===== src/hw/rtl/imad_pkg.sv =====
// Package for the IMA ADPCM nibble decoder: item types, opcodes and the step/index tables.
package imad_pkg;

    localparam int SampleW = 16;
    localparam int IndexW  = 7;
    localparam logic [IndexW-1:0] IdxMax = 7'd88;

    typedef enum logic {
        OP_HEADER = 1'b0,
        OP_DATA   = 1'b1
    } imad_op_t;

    // Input item, first member is the MSB
    typedef struct packed {
        logic                      opcode;
        logic signed [SampleW-1:0] header_sample;
        logic [IndexW-1:0]         header_index;
        logic [7:0]                data_byte;
        logic                      end_of_sample;
    } imad_in_t;

    // Result item
    typedef struct packed {
        logic signed [SampleW-1:0] pcm_sample;
        logic                      last_of_item;
        logic                      sample_end;
    } imad_out_t;

    // Decoder state carried from one nibble to the next
    typedef struct packed {
        logic signed [SampleW-1:0] predictor;
        logic [IndexW-1:0]         step_index;
    } imad_state_t;

    // Step size table, 89 entries; indexes past the end read the last entry
    function automatic logic [15:0] imad_step_rom(input logic [IndexW-1:0] idx);
        logic [15:0] v;
        unique case (idx)
            7'd0:  v = 16'd7;     7'd1:  v = 16'd8;     7'd2:  v = 16'd9;
            7'd3:  v = 16'd10;    7'd4:  v = 16'd11;    7'd5:  v = 16'd12;
            7'd6:  v = 16'd13;    7'd7:  v = 16'd14;    7'd8:  v = 16'd16;
            7'd9:  v = 16'd17;    7'd10: v = 16'd19;    7'd11: v = 16'd21;
            7'd12: v = 16'd23;    7'd13: v = 16'd25;    7'd14: v = 16'd28;
            7'd15: v = 16'd31;    7'd16: v = 16'd34;    7'd17: v = 16'd37;
            7'd18: v = 16'd41;    7'd19: v = 16'd45;    7'd20: v = 16'd50;
            7'd21: v = 16'd55;    7'd22: v = 16'd60;    7'd23: v = 16'd66;
            7'd24: v = 16'd73;    7'd25: v = 16'd80;    7'd26: v = 16'd88;
            7'd27: v = 16'd97;    7'd28: v = 16'd107;   7'd29: v = 16'd118;
            7'd30: v = 16'd130;   7'd31: v = 16'd143;   7'd32: v = 16'd157;
            7'd33: v = 16'd173;   7'd34: v = 16'd190;   7'd35: v = 16'd209;
            7'd36: v = 16'd230;   7'd37: v = 16'd253;   7'd38: v = 16'd279;
            7'd39: v = 16'd307;   7'd40: v = 16'd337;   7'd41: v = 16'd371;
            7'd42: v = 16'd408;   7'd43: v = 16'd449;   7'd44: v = 16'd494;
            7'd45: v = 16'd544;   7'd46: v = 16'd598;   7'd47: v = 16'd658;
            7'd48: v = 16'd724;   7'd49: v = 16'd796;   7'd50: v = 16'd876;
            7'd51: v = 16'd963;   7'd52: v = 16'd1060;  7'd53: v = 16'd1166;
            7'd54: v = 16'd1282;  7'd55: v = 16'd1411;  7'd56: v = 16'd1552;
            7'd57: v = 16'd1707;  7'd58: v = 16'd1878;  7'd59: v = 16'd2066;
            7'd60: v = 16'd2272;  7'd61: v = 16'd2499;  7'd62: v = 16'd2749;
            7'd63: v = 16'd3024;  7'd64: v = 16'd3327;  7'd65: v = 16'd3660;
            7'd66: v = 16'd4026;  7'd67: v = 16'd4428;  7'd68: v = 16'd4871;
            7'd69: v = 16'd5358;  7'd70: v = 16'd5894;  7'd71: v = 16'd6484;
            7'd72: v = 16'd7132;  7'd73: v = 16'd7845;  7'd74: v = 16'd8630;
            7'd75: v = 16'd9493;  7'd76: v = 16'd10442; 7'd77: v = 16'd11487;
            7'd78: v = 16'd12635; 7'd79: v = 16'd13899; 7'd80: v = 16'd15289;
            7'd81: v = 16'd16818; 7'd82: v = 16'd18500; 7'd83: v = 16'd20350;
            7'd84: v = 16'd22385; 7'd85: v = 16'd24623; 7'd86: v = 16'd27086;
            7'd87: v = 16'd29794; 7'd88: v = 16'd32767;
            default: v = 16'd32767;
        endcase
        return v;
    endfunction

    // Index adjustment selected by the three magnitude bits
    function automatic logic signed [4:0] imad_index_adj(input logic [2:0] mag);
        logic signed [4:0] a;
        unique case (mag)
            3'd4:    a = 5'sd2;
            3'd5:    a = 5'sd4;
            3'd6:    a = 5'sd6;
            3'd7:    a = 5'sd8;
            default: a = -5'sd1;
        endcase
        return a;
    endfunction

endpackage


===== src/hw/rtl/imad_nibble_step.sv =====
// One nibble decode step: step lookup, difference sum, predictor and index update.
module imad_nibble_step
    import imad_pkg::*;
(
    input  imad_state_t cur,
    input  logic [3:0]  nibble,
    output imad_state_t nxt
);

    logic [IndexW-1:0] idx;
    logic [15:0]       step;
    logic [16:0]       diff;
    logic signed [17:0] pred_ext;
    logic signed [17:0] diff_ext;
    logic signed [17:0] sum;
    logic signed [7:0]  ni;
    logic signed [4:0]  adj;
    logic signed [SampleW-1:0] pred_new;
    logic [IndexW-1:0]         idx_new;

    // Difference: truncated step fractions picked by the magnitude bits
    always_comb begin
        idx  = (cur.step_index > IdxMax) ? IdxMax : cur.step_index;
        step = imad_step_rom(idx);
        diff = 17'(step >> 3);
        if (nibble[0]) diff = diff + 17'(step >> 2);
        if (nibble[1]) diff = diff + 17'(step >> 1);
        if (nibble[2]) diff = diff + 17'(step);
    end

    // Predictor update with saturation
    always_comb begin
        pred_ext = {{2{cur.predictor[15]}}, cur.predictor};
        diff_ext = $signed({1'b0, diff});
        if (nibble[3]) begin
            sum = pred_ext - diff_ext;
        end else begin
            sum = pred_ext + diff_ext;
        end
        if (sum > 18'sd32767) begin
            pred_new = 16'sh7FFF;
        end else if (sum < -18'sd32768) begin
            pred_new = 16'sh8000;
        end else begin
            pred_new = sum[15:0];
        end
    end

    // Step index update, clamped to the table range
    always_comb begin
        adj = imad_index_adj(nibble[2:0]);
        ni  = $signed({1'b0, idx}) + $signed({{3{adj[4]}}, adj});
        if (ni < 8'sd0) begin
            idx_new = '0;
        end else if (ni > $signed({1'b0, IdxMax})) begin
            idx_new = IdxMax;
        end else begin
            idx_new = ni[IndexW-1:0];
        end
    end

    assign nxt = '{predictor: pred_new, step_index: idx_new};

endmodule


===== src/hw/rtl/ima_adpcm_nibble_decoder.sv =====
// Top level: input holding register, nibble step unit and result register.
// An accepted item waits in the holding register; its results are then loaded into the result register.
// A header item gives one result, a data byte two (two dependent nibble steps
// through the single step unit), one result per cycle on m_ while m_ready does not stall it.
// Reset (aresetn low, synchronous): both registers empty, predictor and index zero.
module ima_adpcm_nibble_decoder
    import imad_pkg::*;
(
    input  logic      aclk,
    input  logic      aresetn,
    input  logic      s_valid,
    output logic      s_ready,
    input  imad_in_t  s_payload,
    output logic      m_valid,
    input  logic      m_ready,
    output imad_out_t m_payload
);

    logic        hold_valid_reg;
    imad_in_t    hold_reg;
    logic        phase_reg;
    imad_state_t state_reg;
    logic        out_valid_reg;
    imad_out_t   out_reg;

    logic        out_load;
    logic        fire;
    logic        is_data;
    logic        done;
    logic [3:0]  nibble;
    imad_state_t step_nxt;
    imad_state_t state_next;
    imad_out_t   out_next;

    // Handshake control
    assign out_load = !out_valid_reg || m_ready;
    assign is_data  = (hold_reg.opcode == OP_DATA);
    assign fire     = hold_valid_reg && out_load;
    assign done     = fire && (!is_data || phase_reg);
    assign s_ready  = !hold_valid_reg || done;
    assign nibble   = phase_reg ? hold_reg.data_byte[7:4] : hold_reg.data_byte[3:0];

    imad_nibble_step u_step (
        .cur    (state_reg),
        .nibble (nibble),
        .nxt    (step_nxt)
    );

    // Next state and result for the item in the holding register
    always_comb begin
        if (is_data) begin
            state_next            = step_nxt;
            out_next.pcm_sample   = step_nxt.predictor;
            out_next.last_of_item = phase_reg;
            out_next.sample_end   = phase_reg && hold_reg.end_of_sample;
        end else begin
            state_next.predictor  = hold_reg.header_sample;
            state_next.step_index = (hold_reg.header_index > IdxMax) ?
                                    IdxMax : hold_reg.header_index;
            out_next.pcm_sample   = hold_reg.header_sample;
            out_next.last_of_item = 1'b1;
            out_next.sample_end   = 1'b0;
        end
    end

    // Input holding register
    always_ff @(posedge aclk) begin
        if (!aresetn) begin
            hold_valid_reg <= 1'b0;
        end else if (s_valid && s_ready) begin
            hold_valid_reg <= 1'b1;
        end else if (done) begin
            hold_valid_reg <= 1'b0;
        end
        if (s_valid && s_ready) begin
            hold_reg <= s_payload;
        end
    end

    // Nibble phase and decoder state
    always_ff @(posedge aclk) begin
        if (!aresetn) begin
            phase_reg <= 1'b0;
            state_reg <= '0;
        end else if (fire) begin
            phase_reg <= is_data && !phase_reg;
            state_reg <= state_next;
        end
    end

    // Result register
    always_ff @(posedge aclk) begin
        if (!aresetn) begin
            out_valid_reg <= 1'b0;
        end else if (out_load) begin
            out_valid_reg <= fire;
        end
        if (fire) begin
            out_reg <= out_next;
        end
    end

    assign m_valid   = out_valid_reg;
    assign m_payload = out_reg;

endmodule


===== config.mk =====
export PLATFORM = sky130hd
export DESIGN_NAME = ima_adpcm_nibble_decoder
export DESIGN_NICKNAME = d
export VERILOG_FILES = /design/src/hw/rtl/imad_pkg.sv /design/src/hw/rtl/imad_nibble_step.sv /design/src/hw/rtl/ima_adpcm_nibble_decoder.sv
export SDC_FILE = /design/constraint.sdc
export NUM_CORES = 1
export LEC_CHECK = 0
export ABC_AREA = 1
export BUFFER_PORTS_ARGS = -buffer_cell sky130_fd_sc_hd__buf_2
export CORE_AREA = 10 10 146 175
export CTS_CLUSTER_DIAMETER = 30
export DETAILED_ROUTE_END_ITERATION = 16
export DIE_AREA = 0 0 156 185
export SLEW_MARGIN = 20
export SYNTH_ARGS = -nofsm -noshare
export SYNTH_HDL_FRONTEND = slang
export SYNTH_SLANG_ARGS = --single-unit

===== constraint.sdc =====
create_clock -name aclk -period 8.7 [get_ports aclk]
set_clock_uncertainty 0.2 [all_clocks]
set_input_delay 0.87 -clock aclk [delete_from_list [all_inputs] [get_ports aclk]]
set_output_delay 0.87 -clock aclk [all_outputs]
set_load 0.005 [all_outputs]

Word-level counts from Yosys, hierarchy flattened
Memories as Yosys holds them, arrays and structs flattened.
Index checks and enable logic that the tools add are counted.
- bits in registers: 77
- latch bits: 0
- memory bits (writable): 0
- bits in read-only memories: 1920
- bits of input ports: 37
- output and inout port bits: 20
- memories kept: 1
- memory list (memory ; depth ; bits a word ; read ports ; clocked after Yosys merged registers in ; write ports ; RTL line ; source):
    (name not given) ; 128 ; 15 ; 1 ; 0 ; 0 ; imad_pkg.sv:38 ; unique case (idx)
- add/subtract/negate cells: 6
- multiply operators: 0
- divide/modulo/power cells: 0
- magnitude comparators: 6
- eq/ne operators: 4
- shift-type cells: 0
- mux-type cells: 16
- bitwise operators: 0
- reductions and logical operators: 13
- operators by type and width (cell ; count):
    $mux W18 ; 2
    $mux W17 ; 2
    $mux W16 ; 2
    $mux W7 ; 4
    $mux W23 ; 1
    $pmux W5 S4 ; 1
    $add A16 B18 Y18 ; 1
    $gt A18 B16 Y1 const B ; 1
    $lt A18 B16 Y1 const B ; 1
    $sub A16 B18 Y18 ; 1
    $add A17 B15 Y17 ; 1
    $add A17 B16 Y17 ; 1
    $add A13 B14 Y15 ; 1
    $mux W15 ; 1
    $gt A7 B7 Y1 const B ; 2
    $eq A3 B3 Y1 const B ; 4
    $add A8 B5 Y8 ; 1
    $gt A8 B8 Y1 const B ; 1
    $lt A8 B1 Y1 const B ; 1
    $logic_and A1 B1 Y1 ; 5
    $logic_not A1 Y1 ; 4
    $mux W4 ; 1
    $logic_or A1 B1 Y1 ; 3
    $mux W1 ; 2
    $reduce_bool A2 Y1 ; 1

Longest topological paths before layout
Gate-level depths: netlist of the first run.
An unclocked memory read counts as a cell.
- depth in word-level cells: 15
- mapped depth: 67

Modules after synthesis
Synthesis of the first run repeated with hierarchy kept, for this count alone.
- cell total of the unflattened synthesis: 1408
- area, all modules: 9185.1 µm²
- modules (own cells, without submodules) (module ; times used ; cells each ; area each (µm²) ; seq. area each (µm²)):
    imad_nibble_step ; 1 ; 1152 ; 6268.5 ; 0.0
    ima_adpcm_nibble_decoder ; 1 ; 256 ; 2916.5 ; 2052.0

Worst setup path after synthesis of the first run
Ideal clock, no wire load.
- kind: reg-to-reg
- start point: register state_reg[3] (netlist name)
- end point: register out_reg, in the netlist m_payload[10] (data pin)
- setup time: 0.251 ns
- data arrival time: 8.529 ns
- required time: 8.249 ns
- slack: -0.280 ns
- stages on the path, launching flop included: 59
- buffers on the path: 3
- period minus slack after synthesis: 8.980 ns
- path through: dfxtp_1 -> buf_4 -> nand2_1 -> nand2_2 -> nand3_4 -> buf_4 -> nand2_1 -> ha_1 -> nand3_1 -> inv_1 -> nor3_1 -> o311ai_0 -> a32o_1 -> ha_1 -> fa_1 -> nand3_1 -> nand2_1 -> or2_2 -> [23 not listed] -> nand2_1 -> xor2_1 -> ha_1 -> inv_1 -> nor3_1 -> inv_1 -> nor4_1 -> nand4_1 -> nand3_1 -> xor2_1 -> inv_1 -> nand3_2 -> nand2_2 -> a21oi_4 -> buf_6 -> nand2_1 -> nand2_1 -> inv_1
- RTL lines (item ; RTL line ; source):
    start, declared ; ima_adpcm_nibble_decoder.sv:22 ; imad_state_t state_reg;
    start signal, assigned ; ima_adpcm_nibble_decoder.sv:87 ; state_reg <= state_next;
    end signal, assigned ; ima_adpcm_nibble_decoder.sv:99 ; out_reg <= out_next;
    end, declared ; ima_adpcm_nibble_decoder.sv:24 ; imad_out_t out_reg;

==> results.json, run 1 <==
{
  "synth.top_cell.area_share_pct": 17.56,
  "synth-edff-count": 51,
  "min-delay-path-class": "reg -> reg",
  "period_share_pct": 98.30,
  "largest_reg_flops": 32,
  "numCtsBuffers": 9,
  "io_buffer_count": 56,
  "pin_count": 57,
  "grt_first_pass_wirelength_um": 49380,
  "final_net_count": 1741,
  "cts_tree": "yes",
  "multiInputGateArea_um2": 6949,
  "fillers": 2000,
  "synthFlopType": "edfxtp_1",
  "grt_start_max_net_pins": 52,
  "dr_total_vias": 10029,
  "maxCapViolCount": 0,
  "yosysTopAreaCell": "edfxtp_1",
  "grt_usage_pct": 21.02,
  "max_stage_delay_ns": 0.37,
  "firstDrtPassIters": 5,
  "initial_core_util_pct": 39.38,
  "die_w_um": 156,
  "final-seq-area_um2": 2058,
  "dr.first_iter.drc_count": 666,
  "place_inst": 1852,
  "chipHeight_um": 185,
  "dp_hpwl_um": 24080,
  "start_kind": "register",
  "stdcell_count": 1904,
  "cts-root-buf": "clkbuf_16",
  "synth_cells": 1309,
  "fp.dieArea_um2": 28860,
  "finalSetupViolations": 0,
  "coreArea_um2": 22150,
  "drt_wl_total_um": 31650,
  "antenna_cells": 0,
  "status": "finished, final reports clean",
  "syn_area_um2": 8722,
  "place_area_um2": 11090,
  "areaGrowthSynthToFinish_pct": 46.97,
  "netlist_top_cells_area": "edfxtp_1, nand2_1, ha_1",
  "worst_ep_arrival_time_ns": 8.44,
  "drive_above_1_share_pct": 37.91,
  "grt_antenna_before_repair": 0,
  "final-max-slew-violation-count": 0,
  "avgSynthCellArea_um2": 6.663,
  "critPathRequiredTime_ns": 8.59,
  "synthMostInstantiatedCell": "nand2_1",
  "antenna_left": 0,
  "worst_setup_path_end_kind": "register",
  "grt_remaining_overflow": 0,
  "rows": 60,
  "cts_buffer_depth": 2,
  "max_freq_mhz": 116.9,
  "slowest_stage": "dfxtp_4",
  "cts_htree_levels": 3,
  "rsz0062_at_grt": "true",
  "slew_headroom_pct": 36.15,
  "critPathMaxFanout": 6,
  "clkTransAtPathRegs_ns": 0.07,
  "hold_viol": 0,
  "cts_sinks": 77,
  "max_slew.worst_pin.slew_ns": 0.9577,
  "gp_congestion": 0.9926,
  "syn_nets": 1430,
  "grt_pass1_vias": 10033,
  "power_leakage_uw": 0.006332,
  "drc": 0,
  "netlist-cell-type-count": 56,
  "clock_latency_ns": 0.34,
  "postCtsHoldBufs": 0,
  "irDropWorstVdd_v": 0.0002776,
  "ys_warn_count": 0,
  "wire_per_inst_um": 16.62,
  "ys_top_cells_by_count": "nand2_1, nand3_1, inv_1",
  "layout_min_cycle_time_ns": 8.552,
  "crit_type": "reg -> reg",
  "crit_top_cell": "nand2_1",
  "via_per_inst": 5.267,
  "powerDensity_nw_per_um2": 270.1,
  "synth-async-reset-ratio_pct": 0,
  "stdcell_area_um2": 12820,
  "ys_seq_area_share_pct": 23.53,
  "ys_ff_latch": 77
}
## kinds of logic (layout without fill, tap and decap cells)
family	count (synthesis)	in the layout	share of synthesized area [%]
simple gates	656	656	33.09
compound gates	239	239	15.98
buf+inv	199	515	9.496
fa+ha+maj	84	84	12.48
flops	77	77	23.53
xor+xnor	54	54	5.423
## layout by cell type (no fill, tap or decap), drive strengths merged, types with 4 or more instances in the layout
master / instances
o21bai: 4
a21oi: 108
dfxtp: 26
and2: 8
nand4: 11
nand2: 373
xor2: 39
ha: 79
o31ai: 5
o211ai: 9
a221oi: 6
clkinv: 6
edfxtp: 51
nand3: 159
buf: 340
nor3: 11
a31oi: 10
nor2: 63
o21ai: 69
or2: 25
inv: 157
a21o: 6
fa: 5
clkbuf: 10
o2111ai: 5
xnor2: 15
## cell type report
| class | count | share of cell area [%] |
|---|---|---|
| tap | 279 | 2.723 |
| sequential | 77 | 16.06 |
| timing repair buffer | 340 | 19.85 |
| multi-input combinational | 1033 | 54.21 |
| clock buffer | 10 | 1.786 |
| inverter | 159 | 4.695 |
| clock inverter | 6 | 0.6735 |
## report_power, final
group | leakage, uW | internal [uW] | switching, uW
Combinational | 0.00548 | 1200 | 1410
Sequential | 0.000702 | 440 | 19.0
Clock | 0.000154 | 251 | 145
Total | 0.00633 | 1890 | 1570
## stage by stage
stage          power (uW)  utilization, %  setup slack, ns  setup TNS, ns  hold WS (ns)
2_1_floorplan        1788               -          0.01033              0        0.2506
6_report             3463           57.88           0.1475              0        0.2776
5_1_grt              3755           57.88          -0.4178         -10.13        0.3074
3_5_place_dp         2588           50.08          -0.4384         -11.85        0.2709
3_3_place_gp         2590           50.08          -0.3168         -8.266        0.2659
4_1_cts              3167           54.19         -0.02893        -0.1263        0.2812
## layer usage
metal  track usage [%]  up-vias  part of all wire (%)
met3             2.785       71                   3.8
met4             8.585        0                   3.3
met2             38.76      275                    52
met5                 0        -                     0
met1             23.73     4657                    41
li1                  -     5026                     -
## worst max-delay path: cells and delay by family (launching register included)
kind                       cells  cell delay, ns
AOI/OAI and AO/OA              7            1.01
and+or+nand+nor               32            3.24
buffers and inverters         15            1.52
xor gates and xnor gates       4            0.56
DFF                            1            0.37
adders and majority gates      5            1.43
## repair_timing
action	4_1_cts	5_1_grt
gates resized for setup	92	176
pin swaps	37	98
endpoints found under the setup margin	32	32
gates cloned	1	0
setup buffers	18	18
## worst paths after layout
path | start | end | slack [ns] | cells after the start
worst max-delay path | state_reg[5] | m_payload[16] | 0.15 | 63
worst max register to register | state_reg[5] | m_payload[16] | 0.15 | 63
worst min register to register | hold_valid_reg | m_valid | 0.28 | 2
worst min-delay path | hold_valid_reg | m_valid | 0.28 | 2
No activity file was read; power rests on OpenSTA's default activity.
==> run 2: changes to the inputs <==
Settings changed: RECOVER_POWER set to 50.
==> run 2 against run 1 <==
  * Total power about the same
  * Critical path depth unchanged
  * First-iteration DRC count increased by 0.45%
  * Non-clock buffer count unchanged
  * Via count about the same
  * Sequential share of layout area about the same
  * Hold slack about the same
  * Routed wire length about the same
  * Clock power about the same
  * Register-to-register slack about the same
  * Largest cell class unchanged
==> results.json, run 2 (same netlist as run 1, synthesis figures left out) <==
{
  "slowest_stage": "dfxtp_4",
  "start_kind": "register",
  "irDropWorstVdd_v": 0.0002749,
  "layout_min_cycle_time_ns": 8.552,
  "fillers": 2005,
  "grt_antenna_before_repair": 0,
  "slew_headroom_pct": 36.21,
  "multiInputGateArea_um2": 6949,
  "wire_per_inst_um": 16.61,
  "rsz0062_at_grt": "true",
  "via_per_inst": 5.270,
  "grt_usage_pct": 21.02,
  "initial_core_util_pct": 39.38,
  "setup_tns_ns": 0,
  "grt_pass1_vias": 10033,
  "min-delay-path-class": "reg -> reg",
  "clkTransAtPathRegs_ns": 0.07,
  "cts_tree": "yes",
  "power_uw": 3460,
  "coreArea_um2": 22150,
  "cts_htree_levels": 3,
  "maxCapViolCount": 0,
  "cts_buffer_depth": 2,
  "max_slew.worst_pin.slew_ns": 0.9568,
  "final_cell_mix": "nand2_1, buf_4, inv_1",
  "final_common_cell": "nand2_1",
  "max_stage_delay_ns": 0.37,
  "critPathRequiredTime_ns": 8.59,
  "finalSetupViolations": 0,
  "dp_hpwl_um": 24080,
  "io_buffer_count": 56,
  "clock_latency_ns": 0.34,
  "max_freq_mhz": 116.9,
  "gp_congestion": 0.9926,
  "fp.dieArea_um2": 28860,
  "power_leakage_uw": 0.006278,
  "areaGrowthSynthToFinish_pct": 46.69,
  "hold_viol": 0,
  "pin_count": 57,
  "setup_slack_ns": 0.1477,
  "worst_ep_arrival_time_ns": 8.44,
  "status": "finished, final reports clean",
  "largest_reg_flops": 32,
  "finish.utilization_pct": 57.77,
  "cts_sinks": 77,
  "cts-root-buf": "clkbuf_16",
  "die_w_um": 156,
  "grt_start_max_net_pins": 52,
  "chipHeight_um": 185,
  "final-seq-area_um2": 2058,
  "rows": 60,
  "drive_above_1_share_pct": 36.74,
  "final_net_count": 1741,
  "dr.first_iter.drc_count": 669,
  "drc": 0,
  "antenna_left": 0,
  "period_share_pct": 98.30,
  "numCtsBuffers": 9,
  "crit_top_cell": "nand2_1",
  "powerDensity_nw_per_um2": 270.4,
  "final-max-slew-violation-count": 0,
  "drt_wl_total_um": 31620,
  "grt_remaining_overflow": 0,
  "critPathMaxFanout": 6,
  "grt_first_pass_wirelength_um": 49380,
  "antenna_cells": 0,
  "dr_total_vias": 10034,
  "holdWs_ns": 0.2776,
  "crit_type": "reg -> reg",
  "firstDrtPassIters": 5,
  "preCtsSetupSlack_ns": -0.4384,
  "postCtsHoldBufs": 0,
  "worst_setup_path_end_kind": "register"
}
-- run 2: cell count changes in the layout (fill, tap and decap cells not counted), sizes merged --
cell and change:
buf -19, clkbuf +19
-- run 2: layout make-up --
cell class	count	share of cell area [%]
well taps	279	2.728
inverters	159	4.704
repair buffers	340	19.70
clock buffers	10	1.790
flip-flops and latches	77	16.09
multi-input cells	1033	54.31
clock inverters	6	0.6747
-- run 2: stage by stage --
stage	std cells	area, um^2
floorplan	1309	8747
global placement	1852	11090
detailed placement	1852	11090
CTS	1887	12000
global route	1904	12790
finish	1904	12790
-- run 2: critical path: cells and delay by family (launching register included) --
kind                       cells  cell delay (ns)
AOI/OAI and AO/OA              7             1.01
and+or+nand+nor               32             3.24
DFF                            1             0.37
adders and majority gates      5             1.43
buffers and inverters         15             1.52
xor gates and xnor gates       4             0.56
-- run 2: report_power, final --
part | internal (uW) | total, uW | switching (uW)
Combinational | 1200 | 2600 | 1410
Sequential | 440 | 460 | 19.2
Clock | 251 | 396 | 145
Total | 1890 | 3460 | 1570
-- run 2: per-layer routing --
layer	GRT usage [%]	vias up	part of all wire, %
li1	-	5026	-
met5	0	-	0
met4	8.585	0	3.5
met2	38.76	278	52
met1	23.73	4656	41
met3	2.785	74	4.0
-- run 2: final timing paths --
check,startpoint,end,slack [ns],cells after the start
worst min-delay path,hold_valid_reg,m_valid,0.28,2
worst min register to register,hold_valid_reg,m_valid,0.28,2
worst max-delay path,state_reg[5],m_payload[16],0.15,63
worst max register to register,state_reg[5],m_payload[16],0.15,63
-- run 2: repair_timing --
action	in CTS	in global routing
cloned	1	0
resized for setup	92	176
endpoints found under the setup margin	32	32
setup buffers	18	18
pin swaps	37	98
